$ cat src/rtl/ari_pkg.sv
// ----------------------------------------------------------------------------
// ari_pkg
// Widths, register codes and transfer types of the reference index map.
// ----------------------------------------------------------------------------
`default_nettype none

package ari_pkg;

    localparam int WORD_W    = 64;
    localparam int HALF_W    = 32;
    localparam int LANE_W    = 24;
    localparam int SEG_W     = 23;
    localparam int COL_W     = 24;
    localparam int SLICE_W   = 2;
    // Holds four times the segment length.
    localparam int AREA_W    = SEG_W + 2;
    localparam int CFG_W     = 24;
    localparam int CFG_IDX_W = 1;

    localparam logic [CFG_IDX_W-1:0] CFG_LANE_COUNT     = 1'b0;
    localparam logic [CFG_IDX_W-1:0] CFG_SEGMENT_LENGTH = 1'b1;

    localparam logic [LANE_W-1:0] LANE_COUNT_RESET = 24'd1;
    localparam logic [SEG_W-1:0]  SEG_LENGTH_RESET = 23'd2;

    localparam int MID_DEPTH = 4;
    localparam int OUT_DEPTH = 2;

    // Effective configuration, zero values already replaced by one.
    typedef struct packed {
        logic [LANE_W-1:0] lanes;
        logic [SEG_W-1:0]  seg;
    } t_cfg;

    // Classified item handed from the front to the back.
    typedef struct packed {
        logic [HALF_W-1:0] j1;
        logic [LANE_W-1:0] rlane;
        logic [AREA_W-1:0] size;
        logic [AREA_W-1:0] start;
        logic              empty_area;
    } t_mid;

    typedef struct packed {
        logic [LANE_W-1:0] ref_lane;
        logic [COL_W-1:0]  ref_column;
        logic              empty_area;
    } t_res;

endpackage

`default_nettype wire

$ cat src/rtl/ari_back.sv
// ----------------------------------------------------------------------------
// ari_back
// Squares J1, scales it into the reference area and wraps the column.
// ----------------------------------------------------------------------------
`default_nettype none

module ari_back (
    input  wire logic          i_clk,
    input  wire logic          i_rst_n,
    input  wire ari_pkg::t_cfg i_cfg,
    input  wire logic          i_valid,
    output logic               o_take,
    input  wire ari_pkg::t_mid i_entry,
    output logic               o_valid,
    input  wire logic          i_ready,
    output ari_pkg::t_res      o_res
);

    import ari_pkg::*;

    localparam int BACK_STAGES = 4;

    typedef struct packed {
        logic [HALF_W-1:0] x;
        logic [AREA_W-1:0] size;
        logic [AREA_W-1:0] start;
        logic [LANE_W-1:0] rlane;
        logic              empty_area;
    } t_b1;

    typedef struct packed {
        logic [AREA_W-1:0] ph;
        logic [AREA_W-1:0] size;
        logic [AREA_W-1:0] start;
        logic [LANE_W-1:0] rlane;
        logic              empty_area;
    } t_b2;

    typedef struct packed {
        logic [AREA_W:0]   sum;
        logic [LANE_W-1:0] rlane;
        logic              empty_area;
    } t_b3;

    logic [BACK_STAGES-1:0]      r_vld;
    t_b1                         r_b1;
    t_b2                         r_b2;
    t_b3                         r_b3;
    t_res                        r_res;
    logic                        advance;
    logic [2*HALF_W-1:0]         sq;
    logic [AREA_W+HALF_W-1:0]    scaled;
    logic [AREA_W:0]             lane_len;
    logic [AREA_W:0]             wrapped;

    assign advance = !r_vld[BACK_STAGES-1] || i_ready;
    assign o_take  = i_valid && advance;
    assign o_valid = r_vld[BACK_STAGES-1];
    assign o_res   = r_res;

    assign sq       = (2*HALF_W)'(i_entry.j1) * (2*HALF_W)'(i_entry.j1);
    assign scaled   = (AREA_W+HALF_W)'(r_b1.size) * (AREA_W+HALF_W)'(r_b1.x);
    assign lane_len = {1'b0, i_cfg.seg, 2'b00};
    // start + rel stays below twice the lane length, so one subtraction wraps it.
    assign wrapped  = (r_b3.sum >= lane_len) ? (r_b3.sum - lane_len) : r_b3.sum;

    always_ff @(posedge i_clk) begin
        if (!i_rst_n) begin
            r_vld <= '0;
        end else if (advance) begin
            r_vld <= {r_vld[BACK_STAGES-2:0], o_take};
        end
    end

    always_ff @(posedge i_clk) begin
        if (advance) begin
            r_b1.x          <= sq[2*HALF_W-1:HALF_W];
            r_b1.size       <= i_entry.size;
            r_b1.start      <= i_entry.start;
            r_b1.rlane      <= i_entry.rlane;
            r_b1.empty_area <= i_entry.empty_area;

            r_b2.ph         <= scaled[AREA_W+HALF_W-1:HALF_W];
            r_b2.size       <= r_b1.size;
            r_b2.start      <= r_b1.start;
            r_b2.rlane      <= r_b1.rlane;
            r_b2.empty_area <= r_b1.empty_area;

            r_b3.sum        <= {1'b0, r_b2.start} + {1'b0, r_b2.size}
                             - {1'b0, r_b2.ph} - (AREA_W+1)'(1);
            r_b3.rlane      <= r_b2.rlane;
            r_b3.empty_area <= r_b2.empty_area;

            r_res.ref_lane   <= r_b3.empty_area ? '0 : r_b3.rlane;
            r_res.ref_column <= r_b3.empty_area ? '0 : wrapped[COL_W-1:0];
            r_res.empty_area <= r_b3.empty_area;
        end
    end

endmodule

`default_nettype wire

$ cat config.mk
export PLATFORM = sky130hd
export DESIGN_NAME = ari_back
export DESIGN_NICKNAME = d
export VERILOG_FILES = /design/src/rtl/ari_pkg.sv /design/src/rtl/ari_back.sv
export SDC_FILE = /design/constraint.sdc
export NUM_CORES = 2
export LEC_CHECK = 0
export BUFFER_PORTS_ARGS = -buffer_cell sky130_fd_sc_hd__buf_2
export CAP_MARGIN = 10
export CORE_UTILIZATION = 28
export CTS_BUF_LIST = sky130_fd_sc_hd__clkbuf_16
export DETAILED_ROUTE_END_ITERATION = 8
export GPL_TIMING_DRIVEN = 1
export HOLD_SLACK_MARGIN = 0.02
export SYNTH_ARGS = -nofsm -noshare
export SYNTH_HDL_FRONTEND = slang
export SYNTH_SLANG_ARGS = --single-unit
$ cat constraint.sdc
create_clock -name i_clk -period 22.7 [get_ports i_clk]
set_input_delay 6.81 -clock i_clk [delete_from_list [all_inputs] [get_ports i_clk]]
set_output_delay 6.81 -clock i_clk [all_outputs]
set_load 0.02 [all_outputs]
# [Word-level counts from Yosys, hierarchy flattened]
# Index checks and enable logic that the tools add are counted.
[word_totals] register_bits=311 inputBits=158
[op_classes] n_addsub=4 multipliers=2 order_cmp=1 muxes=1 n_reduce_logical=3
[op_table] op="multiplier 32 x 32 -> 64 bit" n=1
[op_table] op="multiplier 25 x 32 -> 57 bit" n=1
[op_table] op="adder 25 x 25 -> 26 bit" n=1
[op_table] op=">= comparator 26 x 25 -> 1 bit" n=1
[op_table] op="subtractor 26 x 1 -> 26 bit (second input constant)" n=1
[op_table] op="subtractor 26 x 25 -> 26 bit" n=1
[op_table] op="two-way mux 24 bit" n=1
[op_table] op="subtractor 24 bit" n=1
[op_table] op="logical AND 1 bit" n=1
[op_table] op="zero test 1 bit" n=1
[op_table] op="logical OR 1 bit" n=1

# [Depth between registers and ports, before layout]
[depth] word_depth=3 depth_mapped=32

# [Least setup slack after synthesis]
# OpenSTA, ideal clock, no wires.
[synth_path] path_kind="input to output" start="input i_ready" end="output o_take" arrival_ns=16.278 required_ns=15.890 setup_slack_ns=-0.388 stages=3 cell_sequence="nand2b_1 > clkbuf_1 > and2_1"
[synth_via] elab_chain_cells=2
[synth_rtl] element="from (decl)" line_no="ari_back.sv:15" text="input wire logic i_ready,"
[synth_rtl] element="logical OR 1 bit" line_no="ari_back.sv:56" text="assign advance = !r_vld[BACK_STAGES-1] || i_ready;"
[synth_rtl] element="logical AND 1 bit" line_no="ari_back.sv:57" text="assign o_take = i_valid && advance;"
[synth_rtl] element="to (decl)" line_no="ari_back.sv:12" text="output logic o_take,"
# Every way passes these cells.

# [Worst setup path in the final report]
[layout_path] start="input i_entry[84] (netlist bit)" end="register r_b1[106] (netlist bit) (data pin)"
[layout_via] elab_chain_cells=1
[layout_rtl] element="from (decl)" line_no="ari_back.sv:13" text="input wire ari_pkg::t_mid i_entry,"
[layout_rtl] element="multiplier 32 x 32 -> 64 bit" line_no="ari_back.sv:61" text="assign sq = (2*HALF_W)'(i_entry.j1) * (2*HALF_W)'(i_entry.j1);"
[layout_rtl] element="named net sq[63]" line_no="ari_back.sv:51" text="logic [2*HALF_W-1:0] sq;"
[layout_rtl] element="to (decl)" line_no="ari_back.sv:46" text="t_b1 r_b1;"
# The timed path passes the listed nets, and every way through them passes these cells.
# A chain may end at the register's enable or synchronous reset.

==> results.json <==
{
  "outcome": "completed",
  "h-tree-depth": 2,
  "ys_types": 81,
  "dieArea_sq_um": 236000,
  "top_layer_used": "met5",
  "core-area_sq_um": 233000,
  "synth_edf_count": 307,
  "grt_pass1_vias": 48900,
  "cts_buffers": 37,
  "drt-met1-wl_um": 73000,
  "hold_viol": 0,
  "tns_ps": 0,
  "worst_path_largest_cell_delay_ps": 1000,
  "multiInputGateArea_sq_um": 48400,
  "drtIter0Drc": 2747,
  "min_from": "r_b2[20]",
  "min_period_ps": 15640,
  "rrSetupSlack_ps": 13690,
  "synthFlopType": "edfxtp_1",
  "drive_gt1_frac": 0.0538,
  "clock_sinks": 311,
  "grt_max_degree": 163,
  "ys_warn_count": 0,
  "ctsHoldBuffers": 0,
  "viasPerCell": 4.47,
  "gp_congestion": 0.899,
  "syn_area_sq_um": 65600,
  "drc_errors": 0,
  "ff_latch_area_sq_um": 9300,
  "die_w_um": 486,
  "relSlewSlack": 0.127,
  "wl_met2_um": 77400,
  "min_period_over_period": 0.689,
  "syn2layout_area_growth_pct": 8.71,
  "clockBufferDepth": 3,
  "antenna_found_initial": 7,
  "hold_path_class": "reg -> reg",
  "wl_met3_um": 12200,
  "ys_seq_elements": 311,
  "crit_slowest_cell": "nor2_1",
  "syn_inst": 6605,
  "clockRootBuffer": "clkbuf_16",
  "syn_nets": 8799,
  "ys_seq_area_frac": 0.142,
  "r2r-end": "r_b2[93]",
  "cts_resized": 0,
  "whs_path_depth": 0,
  "hold_path_end": "r_b3[20]",
  "die-height_um": 486,
  "worstPathMaxFanout": 25,
  "fmax_ghz": 0.0639,
  "ys_async_sr_fraction": 0,
  "maxCapViolations": 0,
  "wire_per_inst_um": 16.9,
  "arrival_ps": 15950,
  "cp.required_ps": 23010,
  "r2r.worst_path.cells": 22,
  "fillCellCount": 24100,
  "slew_viol_final": 0,
  "fin_skew_ps": 34.4,
  "ant_nets": 0,
  "syn_avg_cell_area_sq_um": 9.94,
  "rsz0062_at_grt": "no",
  "grt_overflow_total": 0,
  "dr.pass1.iters": 7,
  "cp-end-kind": "register",
  "io_buffer_count": 184,
  "path_clk_slew_ps": 60,
  "vias": 43900,
  "tightest_slew_ps": 1310,
  "initial_core_util": 0.282,
  "clk_latency_ps": 590,
  "dp_hpwl_um": 122000,
  "worstSetupPathType": "in -> reg",
  "finalSetupViolCount": 0,
  "tritoncts": "built",
  "core.rowCount": 177,
  "io_pins": 209,
  "final_nets": 8843,
  "crit_top_cell": "fa_1",
  "grt_pass1_wl_um": 268000,
  "r2r-start": "r_b1[82]",
  "grt_use_total": 0.144,
  "start_kind": "input port",
  "wl_um": 166000,
  "post_cts_buffers": 0
}
## how the worst max path moves through the flow
stage	start	end	slack (ps)	cells after the start
2_1_floorplan	i_ready	o_take	4500	3
3_3_place_gp	i_entry[91]	r_b1[106]	6580	25
3_5_place_dp	i_entry[91]	r_b1[106]	6580	25
4_1_cts	i_entry[82]	r_b1[106]	7190	28
5_1_grt	i_entry[91]	r_b1[106]	6870	25
6_report	i_entry[84]	r_b1[106]	7060	28
## per-stage QoR
stage | cells | worst slack (ps) | hold WS, ps | utilization | area [sq um]
after floorplan | 6605 | 4500 | 400 | - | 65600
after global placement | 9742 | 6580 | 400 | 0.301 | 70100
after detailed placement | 9742 | 6580 | 405 | 0.301 | 70100
after CTS | 9806 | 7190 | 413 | 0.307 | 71300
after global routing | 9806 | 6870 | 420 | 0.307 | 71300
final | 9810 | 7060 | 410 | 0.307 | 71400
## metal layers
metal / track usage / vias up
met5: 0 / -
met4: 0.0288 / 10
met3: 0.0233 / 233
met2: 0.237 / 1551
met1: 0.197 / 22600
li1: - / 19400
## cells in the final DEF, fill, tap and decap left out, types with 54 or more instances in the layout
master | netlist | layout
and2_1 | 532 | 532
a21oi_1 | 131 | 131
fa_1 | 1504 | 1504
buf_2 | 3 | 184
o21ai_0 | 56 | 56
edfxtp_1 | 307 | 307
ha_1 | 532 | 532
xnor2_1 | 81 | 81
nand2_1 | 782 | 782
inv_1 | 1864 | 1868
xor2_1 | 54 | 54
nor2_1 | 90 | 90
buf_4 | 1 | 79
nor2b_1 | 54 | 54
## synthesized netlist by cell type, types with 7 or more instances
cell,n,area share
a211oi_1,9,0.0010
xor2_1,54,0.0072
o211ai_1,8,0.00091
a21oi_1,131,0.010
nand2_1,782,0.045
o21ai_1,12,0.00091
o21a_1,8,0.00091
and2_1,532,0.051
o21ai_0,56,0.0043
nor2b_1,54,0.0051
and3_1,13,0.0012
nand3_1,45,0.0034
nor3_1,22,0.0017
edfxtp_1,307,0.14
nand4_1,23,0.0022
a31o_2,11,0.0015
nor2_1,90,0.0051
fa_1,1504,0.46
ha_1,532,0.10
inv_1,1864,0.11
nand2b_1,11,0.0010
a211o_1,7,0.00093
clkbuf_1,252,0.014
a21o_1,50,0.0057
a31oi_1,17,0.0016
xnor2_1,81,0.011
or3_1,9,0.00086
o21bai_1,18,0.0021
## area by class of cell
class,count,share of cell area
tap,3132,0.0549
sequential,311,0.130
inverter,1868,0.0983
multi-input combinational,4167,0.678
clock buffer,37,0.0130
timing repair buffer,264,0.0215
clock inverter,27,0.00410
antenna,4,0.000140
## kinds of logic after synthesis
| logic type | synth area share |
|---|---|
| AOI/OAI and AO/OA | 0.0386 |
| xor gates and xnor gates | 0.0180 |
| adders and majority gates | 0.560 |
| buffers and inverters | 0.122 |
| DFF | 0.142 |
| muxes | 0.00109 |
| and+or+nand+nor | 0.119 |
## critical path: cells and delay by family
kind,cells,cell delay [ps]
fa+ha+maj,8,3920
compound gates,6,1850
simple gates,4,1730
buf+inv,9,1440
xor+xnor,1,130
## sequential cells by signal, summed over array words and instances, names as in the netlist
signal,flops
r_b1,107
r_b2,100
r_b3,51
o_res,49
r_vld,4
Power is not shown: default switching activity piles up to over one toggle a cycle in this logic, so the estimate is an artifact.
