### config.mk
export PLATFORM = sky130hd
export DESIGN_NAME = ari_queue
export DESIGN_NICKNAME = d
export VERILOG_FILES = /design/src/rtl/ari_queue.sv
export SDC_FILE = /design/constraint.sdc
export NUM_CORES = 1
export LEC_CHECK = 0
export BUFFER_PORTS_ARGS = -buffer_cell sky130_fd_sc_hd__buf_2
export CORE_ASPECT_RATIO = 0.9
export CORE_MARGIN = 10
export CORE_UTILIZATION = 49
export DETAILED_ROUTE_END_ITERATION = 10
export PLACE_DENSITY_LB_ADDON = 0.08
export RECOVER_POWER = 50
export SYNTH_ARGS = -nofsm -noshare
export SYNTH_HDL_FRONTEND = slang
export SYNTH_SLANG_ARGS = --single-unit
### constraint.sdc
create_clock -name i_clk -period 1.84 [get_ports i_clk]
set_input_delay 0.368 -clock i_clk [delete_from_list [all_inputs] [get_ports i_clk]]
set_output_delay 0.368 -clock i_clk [all_outputs]
set_load 0.01 [all_outputs]
### src/rtl/ari_queue.sv
// ----------------------------------------------------------------------------
// ari_queue
// Small first-in first-out queue in flip-flops with push/full, pop/empty.
// ----------------------------------------------------------------------------
`default_nettype none

module ari_queue #(
    parameter int WIDTH = 8,
    parameter int DEPTH = 2
) (
    input  wire logic             i_clk,
    input  wire logic             i_rst_n,
    input  wire logic             i_push,
    input  wire logic [WIDTH-1:0] i_data,
    output logic                  o_full,
    input  wire logic             i_pop,
    output logic [WIDTH-1:0]      o_data,
    output logic                  o_empty
);

    localparam int PTR_W = (DEPTH > 1) ? $clog2(DEPTH) : 1;
    localparam int CNT_W = $clog2(DEPTH + 1);

    logic [WIDTH-1:0] r_mem [DEPTH];
    logic [PTR_W-1:0] r_wr_ptr;
    logic [PTR_W-1:0] r_rd_ptr;
    logic [CNT_W-1:0] r_count;
    logic             do_push;
    logic             do_pop;

    function automatic logic [PTR_W-1:0] ptr_inc(input logic [PTR_W-1:0] p);
        return (p == PTR_W'(DEPTH - 1)) ? '0 : PTR_W'(p + 1'b1);
    endfunction

    assign o_full  = (r_count == CNT_W'(DEPTH));
    assign o_empty = (r_count == '0);
    assign o_data  = r_mem[r_rd_ptr];
    assign do_push = i_push && !o_full;
    assign do_pop  = i_pop && !o_empty;

    always_ff @(posedge i_clk) begin
        if (!i_rst_n) begin
            r_wr_ptr <= '0;
            r_rd_ptr <= '0;
            r_count  <= '0;
        end else begin
            if (do_push) begin
                r_wr_ptr <= ptr_inc(r_wr_ptr);
            end
            if (do_pop) begin
                r_rd_ptr <= ptr_inc(r_rd_ptr);
            end
            if (do_push && !do_pop) begin
                r_count <= CNT_W'(r_count + 1'b1);
            end else if (do_pop && !do_push) begin
                r_count <= CNT_W'(r_count - 1'b1);
            end
        end
    end

    always_ff @(posedge i_clk) begin
        if (do_push) begin
            r_mem[r_wr_ptr] <= i_data;
        end
    end

endmodule

`default_nettype wire

; ---- Word level (Yosys, flattened, before mapping)
; Memories as Yosys holds them, arrays and structs flattened. A register that Yosys moved wholly into a read port is not among the register bits.
; Cells that the tools add are included.
; W data, S select, Z words.
[totals]
wordCells = 27
memories = 1
ff_bits = 4
inputBits = 12
out_inout_bits = 10
mem_bits_rw = 16
[classes]
reduce_logical = 10
muxes = 8
n_addsub = 4
n_eq_ne = 1
[mem_list]
columns = memory, words, word_bits, read_ports, rd_ports_with_merged_regs, wr, line_no
row1 = r_mem, 2, 8, 1, 1, 1, 24  ; logic [WIDTH-1:0] r_mem [DEPTH];
[op_table]
columns = op, count
row1 = $mux W1, 6
row2 = $logic_and A1 B1 Y1, 4
row3 = $logic_not A1 Y1, 4
row4 = $mux W2, 2
row5 = $add A1 B1 Y1 const B, 2
row6 = $add A2 B1 Y2 const B, 1
row7 = $eq A2 B2 Y1 const B, 1
row8 = $logic_not A2 Y1, 1
row9 = $reduce_bool A2 Y1, 1
row10 = $sub A2 B1 Y2 const B, 1

; ---- Depth between registers and ports, before layout
; Gate-level depths: netlist (run 1).
[logic_depth]
word_depth = 7
depth_mapped = 7
depth_no_buf = 7

; ---- Worst setup path after synthesis (run 1)
; Ideal clock, no wire load.
[synth_timing]
path_kind = reg-to-reg
start = reg r_count[0]
end = reg r_count[1]
required_ns = 1.770
setup_ns = 0.070
synth_period_minus_slack_ns = 1.471
setup_slack_ns = 0.369
arrival_time_ns = 1.401
n_path_buf = 0
stages_incl_launch_ff = 7
cell_sequence = dfxtp_1 > nand2b_1 > inv_2 > nor2_1 > ha_1 > or3_1 > a21boi_1
[synth_via]
elab_chain_cells = 6
word_cells_on_any_way = 15
cone_classes = add/sub: 2 / eq/ne: 1 / mux: 2 / reduce/logical: 10
[synth_rtl]
columns = element, line_no
row1 = from (decl), 27  ; logic [CNT_W-1:0] r_count;
row2 = from (signal assigned), 54  ; r_count <= CNT_W'(r_count + 1'b1);
row3 = from (signal assigned), 56  ; r_count <= CNT_W'(r_count - 1'b1);
row4 = $eq A2 B2 Y1 *, 35  ; assign o_full = (r_count == CNT_W'(DEPTH));
row5 = named net o_full, 15  ; output logic o_full,
row6 = $logic_not A1 Y1 *, 38  ; assign do_push = i_push && !o_full;
row7 = $logic_and A1 B1 Y1 *, 38
row8 = $logic_not A1 Y1, 55  ; end else if (do_pop && !do_push) begin
row9 = $logic_and A1 B1 Y1, 55
row10 = $reduce_bool A2 Y1 (no source line), -
; Mark *: on every way through the listed nets, which the timed path passes. The rest lies on a longest branch. The select of a mux whose other input is x is not followed.
; A chain may end at the register's enable or synchronous reset.

==> flow_metrics.py, run 1 <==
metrics = {
    "timing": {
        "slew_headroom_pct": 74.7,
        "finalMaxSlewViolations": 0,
        "max_freq_mhz": 581,
        "finalCriticalPeriod_ns": 1.72,
        "finClkSkew_ns": 0.00130,
        "setup_viol": 0,
        "setup_tns_ns": 0,
        "rsz0062_at_grt": "false",
        "worstMarginPinSlew_ns": 0.378,
        "hold_violations": 0,
        "fin_ws_ns": 0.119,
        "fin_crit_sh_pct": 93.5,
    },
    "worst_setup_path": {
        "crit_type": "register to primary output",
        "critPathLaunchType": "register",
        "critPathArrivalTime_ns": 1.35,
        "cp_max_fo": 8,
        "r2r_start": "r_count[0]$_SDFFE_PN0P_",
        "r2r_setup_slack_ns": 0.27,
        "cp_data_required_time_ns": 1.47,
        "endpoint_kind": "primary output",
    },
    "floorplan": {
        "num_rows": 13,
        "fp.dieW_um": 62.8,
        "start_util_pct": 54.1,
        "die_h_um": 58.6,
        "die_area_um2": 3680,
        "core-area_um2": 1500,
        "ios": 22,
    },
    "detailed_routing": {
        "num_vias": 461,
        "remaining_drc_errors": 0,
        "vias_per_cell": 4.75,
        "route.layer.met1.wl_um": 476,
        "drtPass1Iterations": 4,
        "wl_met2_um": 687,
        "drt-total-wl_um": 1250,
        "drtIter0Drc": 9,
        "route.met3.wl_um": 86,
        "drtAntennaViolNets": 0,
        "topRoutingLayerUsed": "met3",
        "wl_per_cell_um": 12.9,
    },
    "global_route": {
        "grtUsageTotal_pct": 6.99,
        "grt_max_degree": 12,
        "antenna_found_initial": 0,
        "grt_pass1_vias": 502,
        "gr-total-overflow": 0,
        "grt_pass1_wl_um": 2100,
    },
    "placement": {
        "dp_slack_ns": 0.274,
        "dp_cells": 93,
        "dp_hpwl_um": 1020,
        "io_buffers": 21,
        "gp_congestion": 0.796,
        "postPlaceCellArea_um2": 945,
    },
    "clocking": {
        "htreeDepth": 1,
        "clock_latency_ns": 0.28,
        "path_clk_slew_ns": 0.10,
        "cts_buffers": 3,
        "cts-resized-gates": 0,
        "hold_buffers": 0,
        "cts_setup_buffers": 0,
        "cts_tree": "built",
        "clock-sinks": 21,
        "clockBufferDepth": 2,
        "clockRootBuffer": "clkbuf_4",
    },
    "synth": {
        "syn_area_per_cell_um2": 16.2,
        "ys_types": 20,
        "yosysWarnings": 0,
        "synth_seq_cells": 21,
        "synth_seq_area_share_pct": 71.7,
        "synth_top_area_share_pct": 59.4,
        "synth_fp_nets": 63,
        "synth_area_leaders": "edfxtp_1, dfxtp_1, mux2_2",
        "synthCells": 50,
        "synth.largest_area_cell": "edfxtp_1",
        "synthesis.area_um2": 810,
    },
    "final_layout": {
        "n_antenna_cell": 0,
        "fin_cells": 97,
        "layout_commonest_cell": "buf_2",
        "drive_gt1_share_pct": 40.0,
        "final_nets": 89,
        "stdcell_area_um2": 966,
        "area_delta_synth_final_pct": 19.3,
        "layout_common_cells": "buf_2, edfxtp_1, mux2_2, dfxtp_1, clkbuf_1",
    },
    "run_status": {
        "status": "finished, final reports clean",
    },
    "hold_path": {
        "hold_class": "primary input to register",
        "min_from": "i_data[3]",
    },
    "job": {
        "max_cap_viol_count": 0,
    },
    "power_and_ir_drop": {
        "peakVddDrop_v": 0.000783,
        "power_density_nw_per_um2": 1310,
        "leakage_nw": 0.375,
    },
}
## worst paths after layout
path | endpoint | cells past startpoint
setup / recovery | o_data[3] | 2
hold / removal | r_mem[0][3]$_DFFE_PP_ | 1
setup reg to reg | r_count[1]$_SDFFE_PN0P_ | 6
hold reg to reg | r_count[1]$_SDFFE_PN0P_ | 2
## cells in the mapped netlist
| library cell | n |
|---|---|
| o21ai_0 | 1 |
| inv_1 | 1 |
| o21ai_1 | 1 |
| nand2b_1 | 1 |
| and3_1 | 1 |
| xnor2_1 | 2 |
| buf_2 | 1 |
| edfxtp_1 | 16 |
| or3_1 | 1 |
| a21boi_1 | 1 |
| nor3_2 | 1 |
| a21boi_0 | 1 |
| mux2_2 | 8 |
| xor2_1 | 1 |
| o21a_1 | 1 |
| inv_2 | 1 |
| and2_1 | 3 |
| ha_1 | 1 |
| dfxtp_1 | 5 |
| nor2_1 | 2 |
## stage by stage
stage / hold WS [ns] / util, % / total power [mW]
final: 0.263 / 64.5 / 1.26
after CTS: 0.250 / 64.9 / 1.30
after floorplan: 0.467 / - / 0.946
after global routing: 0.236 / 64.5 / 1.36
after detailed placement: 0.519 / 63.1 / 1.09
after global placement: 0.512 / 63.1 / 1.08
## critical path: stages, from the launching register on
cell and delay [ns]:
dfxtp_1 0.54, mux2_2 0.38, buf_2 0.14
## state kept, by name (all words and copies together) (netlist names), named ones only
name	flops
r_mem	16
r_rd_ptr	1
r_count	2
r_wr_ptr	1
## cells by family after synthesis
kind of cell	share of synthesized area [%]
flip-flops	71.7
AND/OR/NAND/NOR	6.80
multiplexers	11.1
AO/OA/AOI/OAI	4.02
XOR/XNOR	3.25
buffers and inverters	1.54
adder cells (fa/ha/maj)	1.55
## routing by layer
layer / vias up / track usage [%]
li1: 232 / -
met1: 218 / 6.64
met2: 11 / 13.6
met3: 0 / 3.59
met4: 0 / 0.955
met5: - / 0
## layout make-up
type,count,area [um^2]
well taps,22,27.5
repair buffers,22,108
inverters,2,7.51
flip-flops and latches,21,581
clock buffers,4,26.3
multi-input cells,26,216
fillers,131,531
## power breakdown
group | switching (mW) | total, mW | internal, mW
clock network | 0.118 | 0.202 | 0.0841
registers | 0.0614 | 0.666 | 0.605
logic | 0.189 | 0.394 | 0.205
total | 0.368 | 1.26 | 0.895
(Power assumes the default switching activity.)
==> run 2, diff against run 1 <==
--- a/config.mk
+++ b/config.mk
@@ -5,11 +5,12 @@
 export SDC_FILE = /design/constraint.sdc
 export NUM_CORES = 1
 export LEC_CHECK = 0
-export BUFFER_PORTS_ARGS = -buffer_cell sky130_fd_sc_hd__buf_2
+export ABC_AREA = 1
 export CORE_ASPECT_RATIO = 0.9
 export CORE_MARGIN = 10
-export CORE_UTILIZATION = 49
+export CORE_UTILIZATION = 55
 export DETAILED_ROUTE_END_ITERATION = 10
+export DONT_BUFFER_PORTS = 1
 export PLACE_DENSITY_LB_ADDON = 0.08
 export RECOVER_POWER = 50
 export SYNTH_ARGS = -nofsm -noshare
==> constraint.sdc (replaced) <==
create_clock -name i_clk -period 1.9 [get_ports i_clk]
set_input_delay 0.38 -clock i_clk [delete_from_list [all_inputs] [get_ports i_clk]]
set_output_delay 0.38 -clock i_clk [all_outputs]
set_load 0.01 [all_outputs]
==> run 2 against run 1 <==
Critical path depth decreased by 1. First-iteration DRC count is 11% higher. Design area decreased by 10%. Die area shrank 6.3%. Largest power group unchanged. Highest routed layer is now met4.
==> flow_metrics.py, run 2 <==
metrics = {
    "floorplan": {
        "num_rows": 13,
        "die_h_um": 56.7,
        "start_util_pct": 57.5,
        "fp.dieW_um": 60.8,
        "core-area_um2": 1430,
        "die_area_um2": 3450,
        "ios": 22,
    },
    "detailed_routing": {
        "vias_per_cell": 5.39,
        "num_vias": 447,
        "remaining_drc_errors": 0,
        "topRoutingLayerUsed": "met4",
        "drtAntennaViolNets": 0,
        "route.layer.met1.wl_um": 433,
        "drt-total-wl_um": 1240,
        "drtIter0Drc": 10,
        "drtPass1Iterations": 4,
        "route.met3.wl_um": 150,
        "wl_met2_um": 651,
        "wl_per_cell_um": 15.0,
    },
    "timing": {
        "max_freq_mhz": 616,
        "slew_headroom_pct": 67.0,
        "finalMaxSlewViolations": 0,
        "rsz0062_at_grt": "false",
        "setup_viol": 0,
        "finClkSkew_ns": 0.00107,
        "finalCriticalPeriod_ns": 1.62,
        "hold_violations": 0,
        "fin_crit_sh_pct": 85.4,
        "setup_tns_ns": 0,
        "whs_ns": 0.176,
        "worstMarginPinSlew_ns": 0.495,
    },
    "worst_setup_path": {
        "crit_type": "register to primary output",
        "crit_chain": "mux2_2",
        "cp_max_fo": 8,
        "worst-path-buf-inv": 0,
        "critPathSlowestCell": "dfxtp_1",
        "endpoint_kind": "primary output",
        "cp_data_required_time_ns": 1.52,
        "critPathArrivalTime_ns": 1.24,
        "cp_slowest_stage_delay_ns": 0.54,
        "critPathLaunchType": "register",
        "path_delay_family": "flip-flops",
    },
    "clocking": {
        "cts_tree": "built",
        "clock_latency_ns": 0.29,
        "cts_buffers": 3,
        "clockRootBuffer": "clkbuf_4",
        "cts-resized-gates": 0,
        "clockBufferDepth": 2,
        "cts_setup_buffers": 0,
        "path_clk_slew_ns": 0.11,
        "clock-sinks": 21,
        "hold_buffers": 0,
        "htreeDepth": 1,
    },
    "final_layout": {
        "regMostFlops": "r_mem",
        "fin_util_pct": 60.8,
        "drive_gt1_share_pct": 20.6,
        "fin_cells": 83,
        "largest_reg_flops": 16,
        "n_antenna_cell": 0,
        "final_nets": 82,
        "layout_commonest_cell": "edfxtp_1",
        "layout_common_cells": "edfxtp_1, nor2_1, mux2_2, inv_1, nand2_1",
        "area_delta_synth_final_pct": 5.62,
        "reg_top3": "r_mem: 16 flops, r_count: 2 flops",
    },
    "synth": {
        "yosysWarnings": 0,
        "synth_area_leaders": "edfxtp_1, dfxtp_1, mux2_2",
        "synthTopCellsByCount": "edfxtp_1, nor2_1, inv_1, mux2_2, nand2_1",
        "synth.most_common_cell": "edfxtp_1",
        "syn_area_per_cell_um2": 13.1,
        "synth_top_area_share_pct": 58.4,
        "synthArstFlopShare_pct": 0,
        "synthesis.area_um2": 823,
        "synth_seq_cells": 21,
        "synth_seq_area_share_pct": 70.5,
        "ys_types": 15,
        "synth_flop_cell": "edfxtp_1",
        "synthCells": 63,
        "synth_fp_nets": 76,
        "synth_edf_count": 16,
        "synth.largest_area_cell": "edfxtp_1",
    },
    "global_route": {
        "grt_max_degree": 13,
        "gr-total-overflow": 0,
        "grtUsageTotal_pct": 8.15,
        "grt_pass1_wl_um": 2060,
        "grt_pass1_vias": 471,
        "antenna_found_initial": 0,
    },
    "placement": {
        "gp_congestion": 0.676,
        "dp_cells": 79,
        "dp_hpwl_um": 963,
        "io_buffers": 0,
    },
    "power_and_ir_drop": {
        "peakVddDrop_v": 0.000585,
        "power_density_nw_per_um2": 1310,
        "leakage_nw": 0.332,
    },
    "run_status": {
        "status": "finished, final reports clean",
    },
    "hold_path": {
        "hold_class": "primary input to register",
    },
    "job": {
        "max_cap_viol_count": 0,
    },
}
[run 2: cell type report]
cell class / instances / area [um^2]
multi-input cells: 32 / 198
inverters: 9 / 33.8
repair buffers: 2 / 11.3
clock buffers: 3 / 22.5
fillers: 138 / 562
clock inverters: 1 / 5.00
well taps: 15 / 18.8
flip-flops and latches: 21 / 581
[run 2: where the power goes]
part	internal [mW]	switching, mW	leakage (nW)
sequential	0.586	0.0501	0.191
combinational	0.115	0.187	0.124
clock	0.0782	0.123	0.0177
total	0.780	0.360	0.332
[run 2: cell families (layout without fill, tap and decap cells)]
kind of cell / after synthesis / in the layout / share of synthesized area, %
and+or+nand+nor: 19 / 19 / 9.42
buffers and inverters: 10 / 15 / 4.71
adders and majority gates: 1 / 1 / 1.52
AOI/OAI and AO/OA: 4 / 4 / 2.89
DFF: 21 / 21 / 70.5
muxes: 8 / 8 / 10.9
[run 2: worst paths after layout]
check                          startpoint                 endpoint  slack, ns  cells past startpoint
setup / recovery                 register                o_data[6]       0.28                      1
hold / removal                  i_data[2]    r_mem[0][2]$_DFFE_PP_       0.18                      0
setup reg to reg  r_count[1]$_SDFFE_PN0P_  r_count[1]$_SDFFE_PN0P_       0.34                      9
hold reg to reg     r_wr_ptr$_SDFFE_PN0N_    r_wr_ptr$_SDFFE_PN0N_       0.51                      2
[run 2: per-stage QoR]
step / power [mW] / cell area (um^2) / setup slack (ns)
2_1_floorplan: 0.902 / 823 / 0.578
3_3_place_gp: 0.960 / 852 / 0.477
3_5_place_dp: 0.977 / 852 / 0.418
4_1_cts: 1.18 / 880 / 0.230
5_1_grt: 1.23 / 870 / 0.133
6_report: 1.14 / 870 / 0.277
[run 2: metal layers]
metal  vias to the layer above  GRT usage (%)
met5                         -              0
met4                         0           4.70
met3                         2           6.07
met2                        12           13.1
met1                       210           6.95
li1                        223              -
